File: src/sv/stw_pkg.sv
// Package for the up/down h:m:s stopwatch: command codes, field widths,
// limits, control structs and small decimal helper functions.
// No dependencies.
`default_nettype none

package stw_pkg;

  localparam int unsigned EntryDigits = 8;

  localparam int unsigned CmdW   = 3;
  localparam int unsigned DigitW = 4;
  localparam int unsigned HundW  = 7;
  localparam int unsigned SecW   = 6;
  localparam int unsigned MinW   = 6;
  localparam int unsigned HourW  = 5;
  localparam int unsigned CountW = 4;
  localparam int unsigned RawW   = 7;

  localparam logic [HundW-1:0]  HundMax    = 7'd99;
  localparam logic [SecW-1:0]   SecMax     = 6'd59;
  localparam logic [MinW-1:0]   MinMax     = 6'd59;
  localparam logic [HourW-1:0]  HourMax    = 5'd23;
  localparam logic [RawW-1:0]   BaseSixty  = 7'd60;
  localparam logic [RawW-1:0]   HoursDay   = 7'd24;
  localparam logic [DigitW-1:0] DigitMax   = 4'd9;
  localparam logic [CountW-1:0] EntryFull  = CountW'(EntryDigits);

  typedef enum logic [CmdW-1:0] {
    CMD_TICK   = 3'd0,
    CMD_DIGIT  = 3'd1,
    CMD_LOAD   = 3'd2,
    CMD_CLEAR  = 3'd3,
    CMD_TOGGLE = 3'd4
  } cmd_e;

  // Command issued to the state units in the cycle it is executed.
  typedef struct packed {
    logic              fire;
    cmd_e              cmd;
    logic [DigitW-1:0] digit;
  } op_t;

  // Raw two-digit fields of the entry, before normalization.
  typedef struct packed {
    logic            nonempty;
    logic [RawW-1:0] cc;
    logic [RawW-1:0] ss;
    logic [RawW-1:0] mm;
    logic [RawW-1:0] hh;
  } entry_t;

  typedef struct packed {
    logic [HundW-1:0] hund;
    logic [SecW-1:0]  sec;
    logic [MinW-1:0]  min;
    logic [HourW-1:0] hour;
    logic             running;
    logic             at_zero;
  } time_t;

  function automatic logic [RawW-1:0] dec2(input logic [DigitW-1:0] tens,
                                           input logic [DigitW-1:0] units);
    logic [RawW-1:0] t;
    t = RawW'(tens);
    return (t << 3) + (t << 1) + RawW'(units);
  endfunction

  // Values up to 119 only: four conditional subtracts.
  function automatic logic [HourW-1:0] mod24(input logic [RawW-1:0] v);
    logic [RawW-1:0] r;
    r = v;
    for (int i = 0; i < 4; i++) begin
      if (r >= HoursDay) begin
        r = r - HoursDay;
      end
    end
    return r[HourW-1:0];
  endfunction

endpackage

`default_nettype wire

File: src/sv/stw_if.sv
// Valid/ready channel interfaces for the stopwatch: command in, time out.
// Depends on stw_pkg.
`default_nettype none

interface stw_cmd_if;
  import stw_pkg::*;
  logic              valid;
  logic              ready;
  logic [CmdW-1:0]   command;
  logic [DigitW-1:0] digit;
  modport source (output valid, command, digit, input ready);
  modport sink   (input valid, command, digit, output ready);
endinterface

interface stw_res_if;
  import stw_pkg::*;
  logic              valid;
  logic              ready;
  logic [HundW-1:0]  hundredths;
  logic [SecW-1:0]   seconds_out;
  logic [MinW-1:0]   minutes_out;
  logic [HourW-1:0]  hours_out;
  logic              running_out;
  logic [CountW-1:0] entered_count;
  logic              at_zero;
  modport source (output valid, hundredths, seconds_out, minutes_out, hours_out,
                  running_out, entered_count, at_zero, input ready);
  modport sink   (input valid, hundredths, seconds_out, minutes_out, hours_out,
                  running_out, entered_count, at_zero, output ready);
endinterface

`default_nettype wire

File: src/sv/stw_entry.sv
// Digit entry shift register with digit count; presents raw two-digit fields.
// Depends on stw_pkg.
`default_nettype none

module stw_entry (
  input  logic                     clk_i,
  input  logic                     rst_ni,
  input  stw_pkg::op_t             op_i,
  output stw_pkg::entry_t          entry_o,
  output logic [stw_pkg::CountW-1:0] count_o
);
  import stw_pkg::*;

  logic [DigitW-1:0] digits_q [EntryDigits];
  logic [DigitW-1:0] digits_d [EntryDigits];
  logic [CountW-1:0] count_q, count_d;

  always_comb begin
    digits_d = digits_q;
    count_d  = count_q;
    if (op_i.fire) begin
      case (op_i.cmd)
        CMD_DIGIT: begin
          if (op_i.digit <= DigitMax) begin
            if (count_q >= EntryFull) begin
              // full entry: restart with this digit
              for (int i = 1; i < EntryDigits; i++) begin
                digits_d[i] = '0;
              end
              count_d = CountW'(1);
            end else begin
              for (int i = 1; i < EntryDigits; i++) begin
                digits_d[i] = digits_q[i-1];
              end
              count_d = count_q + CountW'(1);
            end
            digits_d[0] = op_i.digit;
          end
        end
        CMD_LOAD: begin
          if (count_q != '0) begin
            for (int i = 0; i < EntryDigits; i++) begin
              digits_d[i] = '0;
            end
            count_d = '0;
          end
        end
        default: begin
        end
      endcase
    end
  end

  always_ff @(posedge clk_i or negedge rst_ni) begin
    if (!rst_ni) begin
      for (int i = 0; i < EntryDigits; i++) begin
        digits_q[i] <= '0;
      end
      count_q <= '0;
    end else begin
      digits_q <= digits_d;
      count_q  <= count_d;
    end
  end

  assign entry_o.nonempty = (count_q != '0);
  assign entry_o.cc       = dec2(digits_q[1], digits_q[0]);
  assign entry_o.ss       = dec2(digits_q[3], digits_q[2]);
  assign entry_o.mm       = dec2(digits_q[5], digits_q[4]);
  assign entry_o.hh       = dec2(digits_q[7], digits_q[6]);
  assign count_o          = count_q;

endmodule

`default_nettype wire

File: src/sv/stw_time.sv
// Time registers and run flag: up/down tick, load with normalization,
// clear and run toggle. Depends on stw_pkg.
`default_nettype none

module stw_time (
  input  logic            clk_i,
  input  logic            rst_ni,
  input  stw_pkg::op_t    op_i,
  input  logic            count_down_i,
  input  stw_pkg::entry_t entry_i,
  output stw_pkg::time_t  time_o
);
  import stw_pkg::*;

  logic [HundW-1:0] hund_q, hund_d;
  logic [SecW-1:0]  sec_q, sec_d;
  logic [MinW-1:0]  min_q, min_d;
  logic [HourW-1:0] hour_q, hour_d;
  logic             running_q, running_d;
  logic             at_zero_q, at_zero_d;
  logic [RawW-1:0]  ld_ss, ld_mm, ld_hh;

  always_comb begin
    ld_ss = entry_i.ss;
    ld_mm = entry_i.mm;
    ld_hh = entry_i.hh;
    if (ld_ss >= BaseSixty) begin
      ld_ss = ld_ss - BaseSixty;
      ld_mm = ld_mm + RawW'(1);
    end
    if (ld_mm >= BaseSixty) begin
      ld_mm = ld_mm - BaseSixty;
      ld_hh = ld_hh + RawW'(1);
    end
  end

  always_comb begin
    hund_d    = hund_q;
    sec_d     = sec_q;
    min_d     = min_q;
    hour_d    = hour_q;
    running_d = running_q;
    if (op_i.fire) begin
      case (op_i.cmd)
        CMD_TICK: begin
          if (running_q && !count_down_i) begin
            if (hund_q < HundMax) begin
              hund_d = hund_q + HundW'(1);
            end else begin
              hund_d = '0;
              if (sec_q < SecMax) begin
                sec_d = sec_q + SecW'(1);
              end else begin
                sec_d = '0;
                if (min_q < MinMax) begin
                  min_d = min_q + MinW'(1);
                end else begin
                  min_d  = '0;
                  hour_d = (hour_q < HourMax) ? hour_q + HourW'(1) : '0;
                end
              end
            end
          end else if (running_q) begin
            if (hund_q != '0) begin
              hund_d = hund_q - HundW'(1);
            end else if (sec_q != '0) begin
              sec_d  = sec_q - SecW'(1);
              hund_d = HundMax;
            end else if (min_q != '0) begin
              min_d  = min_q - MinW'(1);
              sec_d  = SecMax;
              hund_d = HundMax;
            end else if (hour_q != '0) begin
              hour_d = hour_q - HourW'(1);
              min_d  = MinMax;
              sec_d  = SecMax;
              hund_d = HundMax;
            end
          end
        end
        CMD_LOAD: begin
          if (entry_i.nonempty) begin
            hund_d    = entry_i.cc;
            sec_d     = ld_ss[SecW-1:0];
            min_d     = ld_mm[MinW-1:0];
            hour_d    = mod24(ld_hh);
            running_d = 1'b1;
          end
        end
        CMD_CLEAR: begin
          hund_d = '0;
          sec_d  = '0;
          min_d  = '0;
          hour_d = '0;
        end
        CMD_TOGGLE: begin
          running_d = !running_q;
        end
        default: begin
        end
      endcase
    end
    at_zero_d = (hund_d == '0) && (sec_d == '0) && (min_d == '0) && (hour_d == '0);
  end

  always_ff @(posedge clk_i or negedge rst_ni) begin
    if (!rst_ni) begin
      hund_q    <= '0;
      sec_q     <= '0;
      min_q     <= '0;
      hour_q    <= '0;
      running_q <= 1'b0;
      at_zero_q <= 1'b1;
    end else begin
      hund_q    <= hund_d;
      sec_q     <= sec_d;
      min_q     <= min_d;
      hour_q    <= hour_d;
      running_q <= running_d;
      at_zero_q <= at_zero_d;
    end
  end

  assign time_o.hund    = hund_q;
  assign time_o.sec     = sec_q;
  assign time_o.min     = min_q;
  assign time_o.hour    = hour_q;
  assign time_o.running = running_q;
  assign time_o.at_zero = at_zero_q;

endmodule

`default_nettype wire

File: src/sv/up_down_hms_stopwatch.sv
// Up/down h:m:s.cc stopwatch top level: command input register, state units
// and result handshake. Depends on stw_pkg, stw_if, stw_entry, stw_time.
//
//   port      dir  kind         payload
//   cmd_i     in   valid/ready  command, digit
//   res_o     out  valid/ready  time fields, running_out, entered_count, at_zero
//   cfg_*     in   write only   count_down (1 bit)
//
// One command per cycle sustained while res_o takes results; each command
// passes the input register, then the state update into the result.
// The state registers are the result register; they update only when the
// result slot is empty or being taken, so a stalled output holds the input
// register, and cmd_i.ready drops only when both are full and res_o stalls.
// Reset clears time, run flag, entry and count_down; no clearing pass.
`default_nettype none

module up_down_hms_stopwatch (
  input  logic           clk_i,
  input  logic           rst_ni,
  input  logic           cfg_we_i,
  input  logic           cfg_wdata_i,
  stw_cmd_if.sink        cmd_i,
  stw_res_if.source      res_o
);
  import stw_pkg::*;

  logic              s1_valid_q, s1_valid_d;
  logic [CmdW-1:0]   s1_cmd_q;
  logic [DigitW-1:0] s1_digit_q;
  logic              out_valid_q, out_valid_d;
  logic              count_down_q;
  logic              s2_free;
  op_t               op;
  entry_t            entry;
  time_t             tm;
  logic [CountW-1:0] count;

  assign s2_free     = !out_valid_q || res_o.ready;
  assign cmd_i.ready = !s1_valid_q || s2_free;

  assign op.fire  = s1_valid_q && s2_free;
  assign op.cmd   = cmd_e'(s1_cmd_q);
  assign op.digit = s1_digit_q;

  always_comb begin
    s1_valid_d  = cmd_i.ready ? cmd_i.valid : s1_valid_q;
    out_valid_d = op.fire ? 1'b1 : (res_o.ready ? 1'b0 : out_valid_q);
  end

  always_ff @(posedge clk_i or negedge rst_ni) begin
    if (!rst_ni) begin
      s1_valid_q   <= 1'b0;
      out_valid_q  <= 1'b0;
      count_down_q <= 1'b0;
    end else begin
      s1_valid_q  <= s1_valid_d;
      out_valid_q <= out_valid_d;
      if (cfg_we_i) begin
        count_down_q <= cfg_wdata_i;
      end
    end
  end

  always_ff @(posedge clk_i) begin
    if (cmd_i.valid && cmd_i.ready) begin
      s1_cmd_q   <= cmd_i.command;
      s1_digit_q <= cmd_i.digit;
    end
  end

  stw_entry u_entry (
    .clk_i   (clk_i),
    .rst_ni  (rst_ni),
    .op_i    (op),
    .entry_o (entry),
    .count_o (count)
  );

  stw_time u_time (
    .clk_i        (clk_i),
    .rst_ni       (rst_ni),
    .op_i         (op),
    .count_down_i (count_down_q),
    .entry_i      (entry),
    .time_o       (tm)
  );

  assign res_o.valid         = out_valid_q;
  assign res_o.hundredths    = tm.hund;
  assign res_o.seconds_out   = tm.sec;
  assign res_o.minutes_out   = tm.min;
  assign res_o.hours_out     = tm.hour;
  assign res_o.running_out   = tm.running;
  assign res_o.entered_count = count;
  assign res_o.at_zero       = tm.at_zero;

  a_time_range: assert property (@(posedge clk_i) disable iff (!rst_ni)
    res_o.valid |-> (res_o.hundredths <= HundMax) && (res_o.seconds_out <= SecMax) &&
                    (res_o.minutes_out <= MinMax) && (res_o.hours_out <= HourMax))
    else $error("time field out of range");

  a_zero_flag: assert property (@(posedge clk_i) disable iff (!rst_ni)
    res_o.valid |-> res_o.at_zero == ((res_o.hundredths == '0) &&
      (res_o.seconds_out == '0) && (res_o.minutes_out == '0) && (res_o.hours_out == '0)))
    else $error("at_zero disagrees with time fields");

  a_count_range: assert property (@(posedge clk_i) disable iff (!rst_ni)
    res_o.entered_count <= EntryFull)
    else $error("entry count above capacity");

  a_stage_hold: assert property (@(posedge clk_i) disable iff (!rst_ni)
    (s1_valid_q && !s2_free) |=> (s1_valid_q && $stable(s1_cmd_q) && $stable(s1_digit_q)))
    else $error("stalled command lost from input register");

endmodule

`default_nettype wire

File: src/flat_wrapper.sv
// flat-port wrapper written by rule: the top's interface ports become plain ports
module up_down_hms_stopwatch_flat import stw_pkg::*;
  (clk_i, rst_ni, cfg_we_i, cfg_wdata_i, cmd_i_valid, cmd_i_command, cmd_i_digit, cmd_i_ready, res_o_valid, res_o_hundredths, res_o_seconds_out, res_o_minutes_out, res_o_hours_out, res_o_running_out, res_o_entered_count, res_o_at_zero, res_o_ready);
  stw_cmd_if cmd_i_i ();
  stw_res_if res_o_i ();
  input  logic clk_i;
  input  logic rst_ni;
  input  logic cfg_we_i;
  input  logic cfg_wdata_i;
  input wire logic [$bits(cmd_i_i.valid)-1:0] cmd_i_valid;
  input wire logic [$bits(cmd_i_i.command)-1:0] cmd_i_command;
  input wire logic [$bits(cmd_i_i.digit)-1:0] cmd_i_digit;
  output wire logic [$bits(cmd_i_i.ready)-1:0] cmd_i_ready;
  output wire logic [$bits(res_o_i.valid)-1:0] res_o_valid;
  output wire logic [$bits(res_o_i.hundredths)-1:0] res_o_hundredths;
  output wire logic [$bits(res_o_i.seconds_out)-1:0] res_o_seconds_out;
  output wire logic [$bits(res_o_i.minutes_out)-1:0] res_o_minutes_out;
  output wire logic [$bits(res_o_i.hours_out)-1:0] res_o_hours_out;
  output wire logic [$bits(res_o_i.running_out)-1:0] res_o_running_out;
  output wire logic [$bits(res_o_i.entered_count)-1:0] res_o_entered_count;
  output wire logic [$bits(res_o_i.at_zero)-1:0] res_o_at_zero;
  input wire logic [$bits(res_o_i.ready)-1:0] res_o_ready;
  assign cmd_i_i.valid = cmd_i_valid;
  assign cmd_i_i.command = cmd_i_command;
  assign cmd_i_i.digit = cmd_i_digit;
  assign cmd_i_ready = cmd_i_i.ready;
  assign res_o_valid = res_o_i.valid;
  assign res_o_hundredths = res_o_i.hundredths;
  assign res_o_seconds_out = res_o_i.seconds_out;
  assign res_o_minutes_out = res_o_i.minutes_out;
  assign res_o_hours_out = res_o_i.hours_out;
  assign res_o_running_out = res_o_i.running_out;
  assign res_o_entered_count = res_o_i.entered_count;
  assign res_o_at_zero = res_o_i.at_zero;
  assign res_o_i.ready = res_o_ready;
  up_down_hms_stopwatch u_core (.clk_i(clk_i), .rst_ni(rst_ni), .cfg_we_i(cfg_we_i), .cfg_wdata_i(cfg_wdata_i), .cmd_i(cmd_i_i), .res_o(res_o_i));
endmodule
File: config.mk
export PLATFORM = sky130hd
export DESIGN_NAME = up_down_hms_stopwatch_flat
export DESIGN_NICKNAME = d
export VERILOG_FILES = /design/src/sv/stw_pkg.sv /design/src/sv/stw_if.sv /design/src/sv/stw_entry.sv /design/src/sv/stw_time.sv /design/src/sv/up_down_hms_stopwatch.sv /design/src/flat_wrapper.sv
export SDC_FILE = /design/constraint.sdc
export NUM_CORES = 1
export LEC_CHECK = 0
export BUFFER_PORTS_ARGS = -buffer_cell sky130_fd_sc_hd__buf_4
export CORE_ASPECT_RATIO = 0.9
export CORE_MARGIN = 4
export CORE_UTILIZATION = 50
export CTS_CLUSTER_DIAMETER = 200
export DETAILED_ROUTE_END_ITERATION = 8
export PLACE_DENSITY_LB_ADDON = 0.2
export SYNTH_ARGS = -nofsm -noshare
export SYNTH_HDL_FRONTEND = slang
export SYNTH_HIERARCHICAL = 1
export SYNTH_SLANG_ARGS = --single-unit
export TNS_END_PERCENT = 50
File: constraint.sdc
create_clock -name clk_i -period 27.9 [get_ports clk_i]
set_input_delay 4.185 -clock clk_i [delete_from_list [all_inputs] [get_ports clk_i]]
set_output_delay 4.185 -clock clk_i [all_outputs]
set_load 0.01 [all_outputs]
==> implementation parameters, run 1 <==
Parameter                              Value

Status
  Outcome    complete, no violations

Floorplan
  Die extent in y    119 microns
  Row cnt    40
  I/O pin cnt    45
  Starting utilization of the core area    0.511
  Die area    15600 sq um
  Placeable core area    13400 sq um
  Die Width    131 microns

Route
  Drt wl/cell    17.2 microns
  Vias per std cell    6.24
  Overall via count from detail_route    6407
  Number of DRC markers after the initial detailed-route iteration    560
  Wire length reported by the detailed router    17.7 mm
  DRC errors left    0
  Iteration count of the initial detailed-routing pass    5
  Antenna violation net count after detailed routing    0

Worst setup path
  Critical path start-end classification    reg2reg
  Critical path data required time    28.17 ns
  Most common cell type on the critical path    sky130_fd_sc_hd__ha_1
  Arrival time reported for the critical path endpoint    10.33 ns
  Type of origin of the critical path    register
  CP delay by family, top    simple AND/OR/NAND/NOR gates
  Stage delay of the slowest cell on the critical path    0.61 ns
  Critical path peak fanout    7
  Endpoint class of the critical path    register
  Crit path buffers/inverters    4
  CP max stage cell    sky130_fd_sc_hd__a21oi_1

Global routing
  Overflow left after global routing    0
  GR Util All Layers    0.227
  Maximum number of pins on one net before global-route repair    73
  Initial antenna violation count    0
  Number of global-route vias before repair    6115
  Global-route wire length before repair    29.7 mm

Clock tree
  Clock latency reported for the late side of the worst-skew pair    0.33 ns
  Number of H-tree branching levels    3
  Clock tree from TritonCTS    done
  Clock Tree Buf Depth    2
  Total of cells resized after clock tree synthesis    0
  Number of buffers created by CTS    9
  Clock tree root buffer cell    sky130_fd_sc_hd__clkbuf_16
  # clock sinks    72
  Hold_buf cts    0
  Postcts setup bufs    0
  Clock-pin slew on the worst setup and hold paths    0.06 ns

STA
  Max Clock Freq    99.4 MHz
  Share of the cycle needed by the critical path after routing    0.361
  Slew margin rel.    0.294
  Setup Total Neg Slack    0 ns
  Clock tree skew after final layout    0.00680 ns
  Final setup vio count    0
  Worst Max-Slew Pin Slew    1.06 ns
  Final count of pins violating max slew    0
  Final-report hold violation count    0
  Shortest clock period the worst path allows after layout    10.06 ns
  Unrepaired setup endpoints after global routing    no

Synth
  Post-synthesis cell count    843
  Primary FF master, synth    sky130_fd_sc_hd__dfrtp_1
  Proportion of synthesized area in mux cells    0.0300
  Count of synthesis-stage warnings from yosys    6
  Post-Syn Nets    910
  Async set-or-reset flop fraction in the synthesized netlist    0.903
  Main combinational cell family by area after synthesis    compound AO/OA/AOI/OAI gates
  Register bit total from synthesis    72
  Synthesized-area fraction occupied by adder cells    0.109
  Post-synthesis average cell area    8.10 sq um
  Xor and xnor fraction of the mapped netlist area    0.0332
  Post-synth cell types    98
  Synth Cell Area    6830 sq um
  Count of flip-flops with a built-in enable after synthesis    7
  Complex-gate fraction of the synthesized area    0.258
  Fraction of the mapped netlist area in simple logic gates    0.245
  Seq/Total Area, Yosys    0.269

Power and ir drop
  Worst vdd ir    0.0000448 V
  Cell leakage power    3.25 nW
  Pwr/cell area    83.6 nW/um^2

Cells and area
  Footprint of the flip-flops and latches    1840 sq um
  Fraction of layout cells with a size suffix above 1    0.121
  Final Instance Area    7470 sq um
  Number of inserted diodes    0
  Final net count    920
  Fill cell total of the finished layout    1250
  Total area of multi-input combinational cells    4610 sq um
  Growth of design area from synthesis to finish    9.32%

Placed design
  GPL Wtd Cong    0.886
  Estimated wirelength of the detail-placed design    13.1 mm
  Count of input and output buffers    44
  Placed inst area    7150 sq um

Run
  Max-cap viol count    0

Hold path
  Worst min-delay path category    reg2reg
worst min-delay path: stages (launching register included):
cell and delay [ns]:
sky130_fd_sc_hd__dfrtp_1 0.36, sky130_fd_sc_hd__nand2_1 0.05, sky130_fd_sc_hd__o21ai_1 0.06
report_power, final:
| group | switching (mW) | internal (mW) | total [mW] | leakage [nW] |
|---|---|---|---|---|
| Combinational | 0.194 | 0.134 | 0.328 | 2.17 |
| Sequential | 0.0437 | 0.131 | 0.174 | 0.936 |
| Clock | 0.0437 | 0.0783 | 0.122 | 0.150 |
area by class of cell:
| cell class | count | area share |
|---|---|---|
| inverters | 36 | 0.0181 |
| repair buffers | 48 | 0.0482 |
| clock buffers | 11 | 0.0312 |
| clock inverters | 5 | 0.0109 |
| well taps | 168 | 0.0281 |
| multi-input cells | 686 | 0.617 |
| flip-flops and latches | 72 | 0.246 |
path summary, 6_finish.rpt:
path	slack, ns	cells past startpoint	to	start
max in group asynchronous	23.39	1	u_core/u_time/sec_q[5]	rst_ni
max reg2reg	17.84	37	u_core/u_time/hour_q[4]	u_core/u_entry/digits_q[16]
max	17.84	37	u_core/u_time/hour_q[4]	u_core/u_entry/digits_q[16]
min in group asynchronous	3.96	1	u_core/u_time/hour_q[3]	rst_ni
min	0.52	2	u_core/u_entry/digits_q[22]	u_core/u_entry/digits_q[22]
min reg2reg	0.52	2	u_core/u_entry/digits_q[22]	u_core/u_entry/digits_q[22]
Yosys cell counts (all sizes together) (18+ instances only):
| master | count | share of area |
|---|---|---|
| clkbuf | 31 | 0.018 |
| inv | 36 | 0.020 |
| a21oi | 42 | 0.031 |
| nand2 | 130 | 0.072 |
| xnor2 | 18 | 0.024 |
| dfrtp | 64 | 0.23 |
| nor3 | 29 | 0.023 |
| buf | 18 | 0.019 |
| nand3 | 35 | 0.026 |
| ha | 46 | 0.084 |
| nor2 | 40 | 0.022 |
| o21ai | 87 | 0.064 |
kinds of logic after synthesis:
kind of cell / after synthesis
adder cells (fa/ha/maj): 55
buffers and inverters: 85
flip-flops: 72
AO/OA/AOI/OAI: 263
multiplexers: 18
XOR/XNOR: 25
AND/OR/NAND/NOR: 325
flip-flops by register name, indices dropped and copies added, names as in the netlist, 3 cells and up:
signal / count
u_core/u_time/sec_q: 6
u_core/s1_cmd_q: 3
u_core/s1_digit_q: 4
u_core/u_time/hour_q: 5
u_core/u_entry/count_o: 4
u_core/u_time/hund_q: 7
u_core/u_time/min_q: 6
u_core/u_entry/digits_q: 32
placed cells by master, fill, tap and decap left out, drive strengths merged, types with 8 or more instances in the layout:
| master | instances |
|---|---|
| nand2b | 14 |
| o21ai | 87 |
| a21oi | 42 |
| fa | 8 |
| nand2 | 130 |
| inv | 36 |
| buf | 48 |
| nor3 | 29 |
| ha | 46 |
| o22ai | 12 |
| xnor2 | 18 |
| dfrtp | 64 |
| nand3 | 35 |
| a31oi | 11 |
| clkbuf | 11 |
| a21o | 14 |
| a22o | 9 |
| and2 | 9 |
| mux2 | 10 |
| nor2 | 40 |
| o211ai | 11 |
routing by layer:
layer | track usage | up-vias | routed length, microns
met3 | 0.0393 | 25 | 1060
met5 | 0 | - | 0
met2 | 0.378 | 212 | 8300
met1 | 0.304 | 3046 | 7990
met4 | 0.0682 | 0 | 315
li1 | - | 3124 | -
per-stage QoR:
| step | hold WS, ns | utilization | instances | setup WS (ns) | total power [mW] |
|---|---|---|---|---|---|
| after floorplan | 0.471 | - | 843 | 18.89 | 0.409 |
| after global placement | 0.498 | 0.535 | 1010 | 18.41 | 0.493 |
| after detailed placement | 0.510 | 0.535 | 1010 | 17.93 | 0.499 |
| after CTS | 0.523 | 0.559 | 1026 | 17.91 | 0.625 |
| after global routing | 0.550 | 0.559 | 1026 | 17.11 | 0.678 |
| final | 0.516 | 0.559 | 1026 | 17.84 | 0.625 |
Power figures use the tool's default switching activity.
==> run 2, diff against run 1 <==
- clock period: 27.9 -> 9 ns (I/O delays scaled with it)
==> implementation parameters, run 2 (synthesized netlist as in run 1, its figures left out) <==
Parameter                              Value

Status
  Outcome    complete, no violations

Clock tree
  Clock latency reported for the late side of the worst-skew pair    0.34 ns (about the same)
  Hold_buf cts    0 (unchanged)
  Number of H-tree branching levels    3 (unchanged)
  # clock sinks    72 (unchanged)
  Clock tree root buffer cell    sky130_fd_sc_hd__clkbuf_16
  Number of buffers created by CTS    9 (unchanged)
  Clock tree from TritonCTS    done
  Clock Tree Buf Depth    2 (unchanged)
  Clock-pin slew on the worst setup and hold paths    0.06 ns (about the same)

Worst setup path
  CP max stage cell    sky130_fd_sc_hd__or4b_4
  Critical path start-end classification    reg2reg
  Reg-to-reg startpoint    u_core/u_entry/digits_q[16]
  Capture point of the worst reg-to-reg path    u_core/u_time/hour_q[4]
  Reg-to-reg setup timing slack    0.37 ns (-17.47 ns)
  Stage delay of the slowest cell on the critical path    0.54 ns (-0.07 ns)
  Arrival time reported for the critical path endpoint    8.90 ns (-1.43 ns)
  Endpoint class of the critical path    register
  Critical path peak fanout    6 (-1)
  Type of origin of the critical path    register
  Critical path data required time    9.27 ns (-18.90 ns)
  Number of cells on the worst reg-to-reg path    36 (-2.7%)

Placed design
  GPL Wtd Cong    0.924 (+4.3%)
  Estimated wirelength of the detail-placed design    13.4 mm (+2.2%)
  Count of input and output buffers    44 (unchanged)

Cells and area
  Growth of design area from synthesis to finish    12.3%
  Number of flip-flops under the largest register name    32 (unchanged)
  Final design utilization    0.574 (+0.0154)
  Fraction of layout cells with a size suffix above 1    0.161 (+0.0399)
  Number of inserted diodes    0 (unchanged)
  Final net count    937 (+1.8%)
  Fill cell total of the finished layout    1213 (-3.0%)
  Most common cell after layout, fill and taps aside    sky130_fd_sc_hd__nand2_1
  Top library cells by usage in the layout, fill and taps aside    129 x sky130_fd_sc_hd__nand2_1, 77 x sky130_fd_sc_hd__o21ai_0, 65 x sky130_fd_sc_hd__buf_4, 63 x sky130_fd_sc_hd__dfrtp_1, 43 x sky130_fd_sc_hd__ha_1
  Register name with the most flops    u_core/u_entry/digits_q
  Largest registers    u_core/u_entry/digits_q: 32 flops, u_core/u_time/hund_q: 7 flops

Global routing
  GR Util All Layers    0.231 (+0.00482)
  Initial antenna violation count    0 (unchanged)
  Number of global-route vias before repair    6194 (+1.3%)
  Overflow left after global routing    0 (unchanged)
  Global-route wire length before repair    30.4 mm (+2.2%)
  Maximum number of pins on one net before global-route repair    73 (unchanged)

Route
  Length of routed wiring on met1    8.00 mm (+0.21%)
  Number of DRC markers after the initial detailed-route iteration    485 (-13%)
  Antenna violation net count after detailed routing    0 (unchanged)
  DRC errors left    0 (unchanged)
  Iteration count of the initial detailed-routing pass    5 (unchanged)
  Drt wl/cell    17.5 microns (+1.5%)
  Routed wire length on met2    8.90 mm (+7.3%)
  Wire length reported by the detailed router    18.2 mm (+3.2%)
  Highest routed layer    met4
  DR WL met3    1.05 mm (about the same)
  Vias per std cell    6.24 (about the same)
  Overall via count from detail_route    6508 (+1.6%)

Hold path
  Start point of the worst min-delay path    u_core/s1_digit_q[0]
  Sink of the worst hold path    u_core/u_entry/digits_q[28]
  Depth of the worst hold-timing path    2 (unchanged)
  Worst min-delay path category    reg2reg

Power and ir drop
  Worst vdd ir    0.000133 V (+200%)
  Cell leakage power    3.35 nW (+2.9%)
  Pwr/cell area    256 nW/um^2 (+210%)

Floorplan
  Die Width    131 microns (unchanged)
  I/O pin cnt    45 (unchanged)
  Die extent in y    119 microns (unchanged)
  Row cnt    40 (unchanged)
  Placeable core area    13400 sq um (unchanged)
  Starting utilization of the core area    0.511 (unchanged)
  Die area    15600 sq um (unchanged)

STA
  Final count of pins violating max slew    0 (unchanged)
  Final-report hold violation count    0 (unchanged)
  Final setup vio count    0 (unchanged)
  Max Clock Freq    116 MHz (+17%)
  Shortest clock period the worst path allows after layout    8.63 ns (-1.43 ns)
  Setup Total Neg Slack    0 ns (unchanged)
  Share of the cycle needed by the critical path after routing    0.959 (+0.598)
  Worst Max-Slew Pin Slew    1.07 ns (+0.00828 ns)
  Clock tree skew after final layout    0.00459 ns (-0.00221 ns)
  Slew margin rel.    0.288 (-0.00552)

Run
  Max-cap viol count    0 (unchanged)
run 2: cell types whose count changed in the layout (fill, tap and decap cells not counted), sizes merged:
cell | before | now
bufinv | 2 | 1
clkbuf | 11 | 10
clkinvlp | 1 | 2
buf | 48 | 65
inv | 36 | 37
run 2: worst max-delay path by stage:
stage	cells past startpoint	startpoint	end
final	36	u_core/u_entry/digits_q[16]	u_core/u_time/hour_q[4]
after global routing	35	u_core/u_entry/digits_q[16]	u_core/u_time/hour_q[4]
after CTS	37	u_core/u_entry/digits_q[16]	u_core/u_time/hour_q[4]
after detailed placement	37	u_core/u_entry/digits_q[16]	u_core/u_time/hour_q[4]
after global placement	37	u_core/u_entry/digits_q[16]	u_core/u_time/hour_q[4]
after floorplan	37	u_core/u_entry/digits_q[16]	u_core/u_time/hour_q[4]
run 2: critical path, delay by kind of cell, from the launching register on:
kind            cells  cell delay, ns
mux                 2            0.65
buf+inv             4            0.37
compound gates      8            1.63
xor+xnor            3            0.58
simple gates       12            2.93
flops               1            0.43
fa+ha+maj           7            1.97
run 2: report_power, final:
part / internal, mW / total (mW) / switching [mW] / leakage (nW)
Clock: 0.216 / 0.358 / 0.142 / 0.139
Combinational: 0.445 / 1.06 / 0.619 / 2.27
Sequential: 0.406 / 0.545 / 0.139 / 0.935
Total: 1.07 / 1.97 / 0.901 / 3.35
run 2: layout make-up:
type	count	area (sq um)	share of cell area
Tap cell	168	210	0.0274
Inverter	36	135	0.0176
Multi-Input combinational cell	686	4700	0.613
Timing Repair Buffer	65	488	0.0636
Clock buffer	10	229	0.0298
Clock inverter	6	67.6	0.00880
Sequential cell	72	1840	0.240
run 2: metal layers:
metal | track usage | vias up
li1 | - | 3154
met1 | 0.306 | 3112
met2 | 0.395 | 215
met3 | 0.0427 | 27
met4 | 0.0577 | 0
met5 | 0 | -
run 2: per-stage QoR:
| stage | setup WS (ns) | total power, mW | hold WS, ns | std cells | instance area [sq um] |
|---|---|---|---|---|---|
| floorplan | 0.152 | 1.27 | 0.471 | 843 | 6840 |
| global placement | 0.193 | 1.53 | 0.509 | 1017 | 7210 |
| detailed placement | -0.329 | 1.56 | 0.512 | 1017 | 7210 |
| CTS | 0.0316 | 1.94 | 0.525 | 1036 | 7550 |
| global route | -0.0367 | 2.13 | 0.538 | 1043 | 7670 |
| finish | 0.371 | 1.97 | 0.521 | 1043 | 7670 |
run 2: what timing repair did:
item | CTS | global route
setup buffers | 3 | 7
pin swaps | 3 | 8
endpoints found under the setup margin | 3 | 3
resized for setup | 4 | 19
==> run 3, diff against run 2 <==
- CORE_ASPECT_RATIO: 0.9 -> 1.1
==> implementation parameters, run 3 (synthesized netlist as in run 1, its figures left out) <==
Parameter                              Value

Route
  Iteration count of the initial detailed-routing pass    7 (+2)
  Number of DRC markers after the initial detailed-route iteration    606 (+25%)
  Drt wl/cell    17.6 microns (+0.76%)
  Overall via count from detail_route    6631 (+1.9%)
  DRC errors left    0 (unchanged)
  Vias per std cell    6.26 (+0.26%)
  Antenna violation net count after detailed routing    0 (unchanged)
  Wire length reported by the detailed router    18.6 mm (+2.4%)

Placed design
  GPL Wtd Cong    0.887 (-4.0%)
  Estimated wirelength of the detail-placed design    13.4 mm (-0.49%)
  Placed inst area    7240 sq um (+0.38%)
  Count of input and output buffers    44 (unchanged)
  Worst slack after detailed placement    -0.358 ns (-0.0288 ns)

Cells and area
  Final Instance Area    7700 sq um (+0.41%)
  Number of flip-flops under the largest register name    32 (unchanged)
  Final design utilization    0.581 (+0.00647)
  Register name with the most flops    u_core/u_entry/digits_q
  Top library cells by usage in the layout, fill and taps aside    129 x sky130_fd_sc_hd__nand2_1, 78 x sky130_fd_sc_hd__o21ai_0, 66 x sky130_fd_sc_hd__buf_4, 63 x sky130_fd_sc_hd__dfrtp_1, 43 x sky130_fd_sc_hd__ha_1
  Most common cell after layout, fill and taps aside    sky130_fd_sc_hd__nand2_1
  Fill cell total of the finished layout    1198 (-1.2%)
  Growth of design area from synthesis to finish    12.8%
  Final net count    938 (+0.11%)
  Largest registers    u_core/u_entry/digits_q: 32 flops, u_core/u_time/hund_q: 7 flops
  Fraction of layout cells with a size suffix above 1    0.163 (+0.00210)
  Number of inserted diodes    0 (unchanged)

Clock tree
  Number of H-tree branching levels    3 (unchanged)
  Clock latency reported for the late side of the worst-skew pair    0.35 ns (about the same)
  # clock sinks    72 (unchanged)
  Number of buffers created by CTS    9 (unchanged)
  Clock-pin slew on the worst setup and hold paths    0.07 ns (about the same)
  Clock tree root buffer cell    sky130_fd_sc_hd__clkbuf_16
  Clock tree from TritonCTS    done
  Clock Tree Buf Depth    2 (unchanged)
  Hold_buf cts    0 (unchanged)

Worst setup path
  Arrival time reported for the critical path endpoint    8.96 ns (+0.06 ns)
  Endpoint class of the critical path    register
  Most common cell type on the critical path    sky130_fd_sc_hd__inv_1
  Reg-to-reg startpoint    u_core/u_entry/digits_q[16]
  Number of cells on the worst reg-to-reg path    36 (unchanged)
  CP delay by family, top    simple AND/OR/NAND/NOR gates
  CP max stage cell    sky130_fd_sc_hd__fa_1
  Critical path depth in cells    36 (unchanged)
  Crit path buffers/inverters    5 (+1)
  Critical path peak fanout    6 (unchanged)
  Launch point of the worst path    u_core/u_entry/digits_q[16]
  Type of origin of the critical path    register
  Critical path data required time    9.28 ns (about the same)
  Stage delay of the slowest cell on the critical path    0.58 ns (+0.04 ns)
  Critical path start-end classification    reg2reg

Global routing
  Number of global-route vias before repair    6345 (+2.4%)
  GR Util All Layers    0.238 (+0.00664)
  Maximum number of pins on one net before global-route repair    73 (unchanged)
  Overflow left after global routing    0 (unchanged)
  Global-route wire length before repair    30.4 mm (+0.12%)
  Initial antenna violation count    0 (unchanged)

STA
  Final-report hold violation count    0 (unchanged)
  Max Clock Freq    115 MHz (-0.60%)
  Slew margin rel.    0.291 (+0.00315)
  Shortest clock period the worst path allows after layout    8.68 ns (+0.0521 ns)
  Worst Max-Slew Pin Slew    1.06 ns (-0.00472 ns)
  Share of the cycle needed by the critical path after routing    0.965 (+0.00578)
  Final count of pins violating max slew    0 (unchanged)
  Clock tree skew after final layout    0.0122 ns (+0.00765 ns)
  Setup slack of the critical path after layout    0.319 ns (-0.0521 ns)
  Final setup vio count    0 (unchanged)

Power and ir drop
  Power Total    1.96 mW (-0.50%)
  Pwr/cell area    254 nW/um^2 (-0.90%)
  Worst vdd ir    0.000229 V (+72%)
  Cell leakage power    3.35 nW (+0.24%)

Hold path
  Depth of the worst hold-timing path    2 (unchanged)
  Start point of the worst min-delay path    u_core/s1_digit_q[0]
  Worst min-delay path category    reg2reg

Floorplan
  Die Width    119 microns (-9.0%)
  Placeable core area    13300 sq um (-0.71%)
  Die area    15600 sq um (unchanged)
  I/O pin cnt    45 (unchanged)
  Starting utilization of the core area    0.515 (+0.00366)
  Row cnt    44 (+10%)
  Die extent in y    131 microns (+9.8%)

Run
  Max-cap viol count    0 (unchanged)

Status
  Outcome    complete, no violations
[run 3: stage by stage]
stage                     hold WS, ns  std cells  setup TNS (ns)
final                           0.513       1060               0
after global placement          0.497       1034               0
after detailed placement        0.506       1034          -0.698
after CTS                       0.516       1053               0
after global routing            0.546       1060          -0.124
after floorplan                 0.471        843               0
[run 3: what timing repair did]
| action | in CTS | in global routing |
|---|---|---|
| resized for setup | 4 | 21 |
| endpoints found under the setup margin | 3 | 3 |
| buffers inserted | 3 | 7 |
| pin swaps | 3 | 9 |
[run 3: layer usage]
layer | global-route usage | share of wire | vias up
li1 | - | - | 3161
met1 | 0.289 | 0.42 | 3188
met2 | 0.429 | 0.50 | 244
met3 | 0.0426 | 0.057 | 38
met4 | 0.0822 | 0.023 | 0
met5 | 0 | 0 | -
[run 3: path summary, 6_finish.rpt]
path                                          endpoint  slack (ns)
max                            u_core/u_time/hour_q[4]        0.32
min                        u_core/u_entry/digits_q[28]        0.51
max reg2reg                    u_core/u_time/hour_q[4]        0.32
min reg2reg                u_core/u_entry/digits_q[28]        0.51
max in group asynchronous  u_core/u_entry/digits_q[16]        7.28
min in group asynchronous    u_core/u_entry/count_o[2]        1.11
[run 3: tightest hold or removal path, cell delays in order (launching register included)]
cell and delay [ns]:
sky130_fd_sc_hd__edfxtp_1 0.35, sky130_fd_sc_hd__nand2_1 0.06, sky130_fd_sc_hd__o21ai_0 0.06
[run 3: power by group]
part	total (mW)	internal (mW)	switching [mW]	leakage, nW
logic	1.08	0.451	0.626	2.29
registers	0.547	0.406	0.141	0.935
clock network	0.334	0.187	0.146	0.125
[run 3: layout make-up]
| type | count | area [sq um] | share of cell area |
|---|---|---|---|
| Sequential cell | 72 | 1840 | 0.239 |
| Inverter | 36 | 135 | 0.0175 |
| Multi-Input combinational cell | 686 | 4730 | 0.614 |
| Clock inverter | 6 | 45.0 | 0.00585 |
| Timing Repair Buffer | 66 | 495 | 0.0643 |
| Clock buffer | 10 | 229 | 0.0297 |
| Tap cell | 184 | 230 | 0.0299 |
